==> src/hdl/bba_ram.sv <==
// Generic single-clock RAM with one write port and one registered read port.
// No dependencies.
module bba_ram #(
    parameter int WIDTH = 2,
    parameter int DEPTH = 2048
) (
    input  logic                     i_clk,
    input  logic                     i_we,
    input  logic [$clog2(DEPTH)-1:0] i_waddr,
    input  logic [WIDTH-1:0]         i_wdata,
    input  logic [$clog2(DEPTH)-1:0] i_raddr,
    output logic [WIDTH-1:0]         o_rdata
);

    logic [WIDTH-1:0] r_mem [DEPTH];
    logic [WIDTH-1:0] r_rdata;

    // Write, and register the read data.
    always_ff @(posedge i_clk) begin
        if (i_we) begin
            r_mem[i_waddr] <= i_wdata;
        end
        r_rdata <= r_mem[i_raddr];
    end

    assign o_rdata = r_rdata;

endmodule

==> config.mk <==
export PLATFORM = sky130hd
export DESIGN_NAME = bba_ram
export DESIGN_NICKNAME = d
export VERILOG_FILES = /design/src/hdl/bba_ram.sv
export SDC_FILE = /design/constraint.sdc
export NUM_CORES = 2
export LEC_CHECK = 0
export ABC_CLOCK_PERIOD_IN_PS = 3300
export BUFFER_PORTS_ARGS = -buffer_cell sky130_fd_sc_hd__buf_2
export CAP_MARGIN = 20
export CORE_MARGIN = 2
export CORE_UTILIZATION = 30
export CTS_CLUSTER_SIZE = 16
export DETAILED_ROUTE_END_ITERATION = 10
export PLACE_DENSITY_LB_ADDON = 0.2
export SLEW_MARGIN = 20
export SYNTH_ARGS = -nofsm -noshare
export SYNTH_HDL_FRONTEND = slang
export SYNTH_SLANG_ARGS = --single-unit
==> constraint.sdc <==
create_clock -name i_clk -period 3.3 [get_ports i_clk]
set_clock_uncertainty 0.15 [all_clocks]
set_input_delay 0.165 -clock i_clk [delete_from_list [all_inputs] [get_ports i_clk]]
set_output_delay 0.165 -clock i_clk [all_outputs]
set_load 0.1 [all_outputs]
==> reports/qor.yml <==
critical_path:
  crit_required_ns: 4.12
  arrival_ns: 4.16
  cp-start-kind: "register"
  critical-path-slowest-cell: "nor4_4"
  path_class: "reg -> reg"
  worstSetupEndpointType: "register"
  crit_top_cell: "buf_4"
  crit_fanout: 1
  cp_slowest_stage_delay_ns: 0.55
  crit_chain: "mux4_2 > o2bb2ai_1 > nor3_1 > buf_4 > a2111oi_2 > buf_4 > nand2_1 > nor4_4 > buf_4 > o311ai_2 > nor4_1 > buf_4 > or3_1"
cells_and_area:
  syn2layout_area_growth_pct: 18.3
  layout-drive-gt1-share_pct: 22.4
  finalNonFillerCells: 18800
  nFillCells: 52700
  num-nets-final: 11000
  final_area_sq_um: 200000
yosys:
  synth.cell_area_sq_um: 169000
  ys_ff_latch: 4098
  yosys.area_share.xor_xnor_pct: 0
  synthSimpleGateAreaFrac_pct: 6.87
  synth_compound_area_share_pct: 3.78
  netlist_instances: 10200
  synth_edf_count: 4096
  synth_fp_nets: 10200
  syn_avg_cell_area_sq_um: 16.6
  yosysSeqAreaShare_pct: 72.9
  synthAdderAreaFrac_pct: 0
  synth_cell_types: 81
  yosysWarnings: 0
  synth_mux_area_share_pct: 13.5
  async_flop_share_pct: 0
  synth_flop_cell: "edfxtp_1"
  synth_top_family_by_area: "multiplexers"
timing:
  rsz0062_at_grt: "yes"
  timing.hold.ws_ns: 0.0948
  hold_violations: 0
  worst_slack_ns: -0.0455
  maxSlewViolCount: 0
  post-route-min-period_ns: 3.35
  worst_pin_slew_ns: 1.12
  fin_tns_setup_ns: -0.0455
  fin_crit_sh_pct: 101
  slew_headroom_pct: 25.2
  setup_violations: 1
  fmax_mhz: 299
run_status:
  status: "finished, violations left"
  violations: "negative setup slack"
cts:
  cts.sinks: 4098
  clk_pin_slew_ns: 0.06
  clock_path_buffers: 4
  cts_tree: "yes"
  clk_latency_ns: 1.05
  postCtsSetupRepairBufs: 0
  root_buffer: "clkbuf_16"
  cts_buffers: 442
  cts_htree_levels: 5
global_routing:
  grt_busiest_layer: "met2"
  track_usage_pct: 20.0
  grt_first_pass_wirelength_um: 808000
  met2_usage_pct: 33.2
  grt_start_max_net_pins: 193
  grt-ovfl-total: 0
  globalRouteMet1Util_pct: 27.5
  antenna_found_initial: 62
  grt_pass1_vias: 102000
  use_met3_pct: 2.83
power:
  vdd_ir_drop_max_mv: 0.469
  p_leak_nw: 62.8
  p_per_area_nw_per_um2: 563
drt:
  wl_per_cell_um: 31.1
  ant_nets: 0
  dr.pass1.iters: 7
  vias: 99600
  drc_errors: 0
  drt_iter0_drc: 11700
  viasPerCell: 5.29
  wirelength_um: 586000
floorplan:
  fp.dieH_um: 754
  row_count: 275
  dieArea_sq_um: 569000
  die_w_um: 754
  core-area_sq_um: 561000
  initial_core_util_pct: 30.1
  io_pins: 28
place:
  placed_area_sq_um: 185000
  io_buffer_count: 27
  dp.cells: 18000
  hpwl_um: 368000
  place_congestion: 0.831
  preCtsSetupSlack_ns: -1.46
hold_path:
  holdCritPathClass: "in -> reg"
flow_run:
  cap_violations: 0
[layout make-up]
class                      count  area (sq um)  area share (%)
antenna                       24          60.1          0.0301
inverter                       4          27.5          0.0138
tap                         7479          9360            4.68
timing repair buffer        1197         11800            5.89
clock buffer                 552         11600            5.82
clock inverter               252          2390            1.20
sequential                  4098        123000            61.6
multi-input combinational   5219         41500            20.8
[flip-flops by register name, indices dropped and copies added (netlist names)]
register / flops
o_rdata: 2
r_mem: 4096
[where the power goes]
part	switching [mW]	internal (mW)	leakage, nW	total, mW
combinational	4.13	2.27	19.1	6.40
sequential	0.0367	57.3	36.8	57.3
clock	21.0	27.8	6.82	48.7
[cells in the final DEF (no fill, tap or decap), drive strengths merged, types with 9 or more instances in the layout]
master and n:
a2111oi 28, a211o 9, a211oi 63, a21oi 149, a31oi 19, and2 20
and3 11, buf 1180, bufinv 37, clkbuf 552, clkinv 186, clkinvlp 16
diode 24, dlygate4sd3 17, edfxtp 4096, inv 17, mux2 22, mux2i 798
mux4 639, nand2 230, nand3 81, nand4 26, nor2 2181, nor2b 12
nor3 164, nor3b 10, nor4 61, o21ai 123, o221ai 254, o22ai 178
o31ai 15, o32ai 10, or3 11, or4 11
[Yosys cell counts (11+ instances only)]
library cell  instances  share of area, %
nor2b_1              12             0.044
o31ai_1              15             0.067
a31oi_1              19             0.070
nand3_1              81              0.24
a21oi_1             149              0.44
buf_2                88              0.26
nor4_1               61              0.23
mux2_2               22              0.15
mux4_1               26              0.40
buf_8                42              0.37
mux4_2              612               8.2
edfxtp_1           4096                73
mux2i_1             798               4.7
buf_6               104              0.69
and2_1               19             0.070
or3_1                11             0.041
buf_1               112              0.25
o21ai_0             123              0.36
o22ai_1             178              0.66
a211oi_1             63              0.28
buf_4                27              0.12
nor3_1              163              0.48
a2111oi_0            25              0.13
buf_12               15              0.18
clkbuf_1            446              0.99
o221ai_1            251               1.3
and3_1               11             0.041
or4_1                11             0.049
nand4_1              26             0.096
nand2_1             228              0.51
nor2_1             2181               4.9
[kinds of logic after synthesis]
group	count (synthesis)
flops	4098
buf+inv	857
compound gates	910
mux	1459
simple gates	2850
[critical path, delay by kind of cell, from the launching register on]
family / cells / cell delay, ns
flops: 1 / 0.34
compound gates: 3 / 0.58
mux: 1 / 0.25
simple gates: 5 / 1.23
buf+inv: 4 / 0.75
[metal layers]
layer,vias to the layer above,part of all wire (%)
li1,41400,-
met2,4077,48
met3,767,7.0
met4,10,2.7
met5,-,0.011
met1,53400,42
[through the flow]
stage	util, %	power [mW]
finish	35.6	112
global route	35.6	115
CTS	35.6	113
detailed placement	33.1	64.8
global placement	33.1	64.7
floorplan	-	61.3
[what timing repair did]
| action | in CTS | in global routing |
|---|---|---|
| resized for setup | 33 | 8 |
| pin swaps | 13 | 4 |
| endpoints found under the hold margin | 3157 | 0 |
| hold buffers | 17 | 0 |
| endpoints found under the setup margin | 1 | 2 |
[final timing paths]
kind	startpoint	end	slack (ns)	cells past startpoint
max	r_mem[255][0]$_DFFE_PP_	o_rdata[0]$_DFF_P_	-0.05	13
min	i_wdata[0]	r_mem[969][0]$_DFFE_PP_	0.09	2
max reg2reg	r_mem[255][0]$_DFFE_PP_	o_rdata[0]$_DFF_P_	-0.05	13
min reg2reg	r_mem[1418][0]$_DFFE_PP_	o_rdata[0]$_DFF_P_	1.14	6
Note: power is estimated with default switching activity, not from simulation.
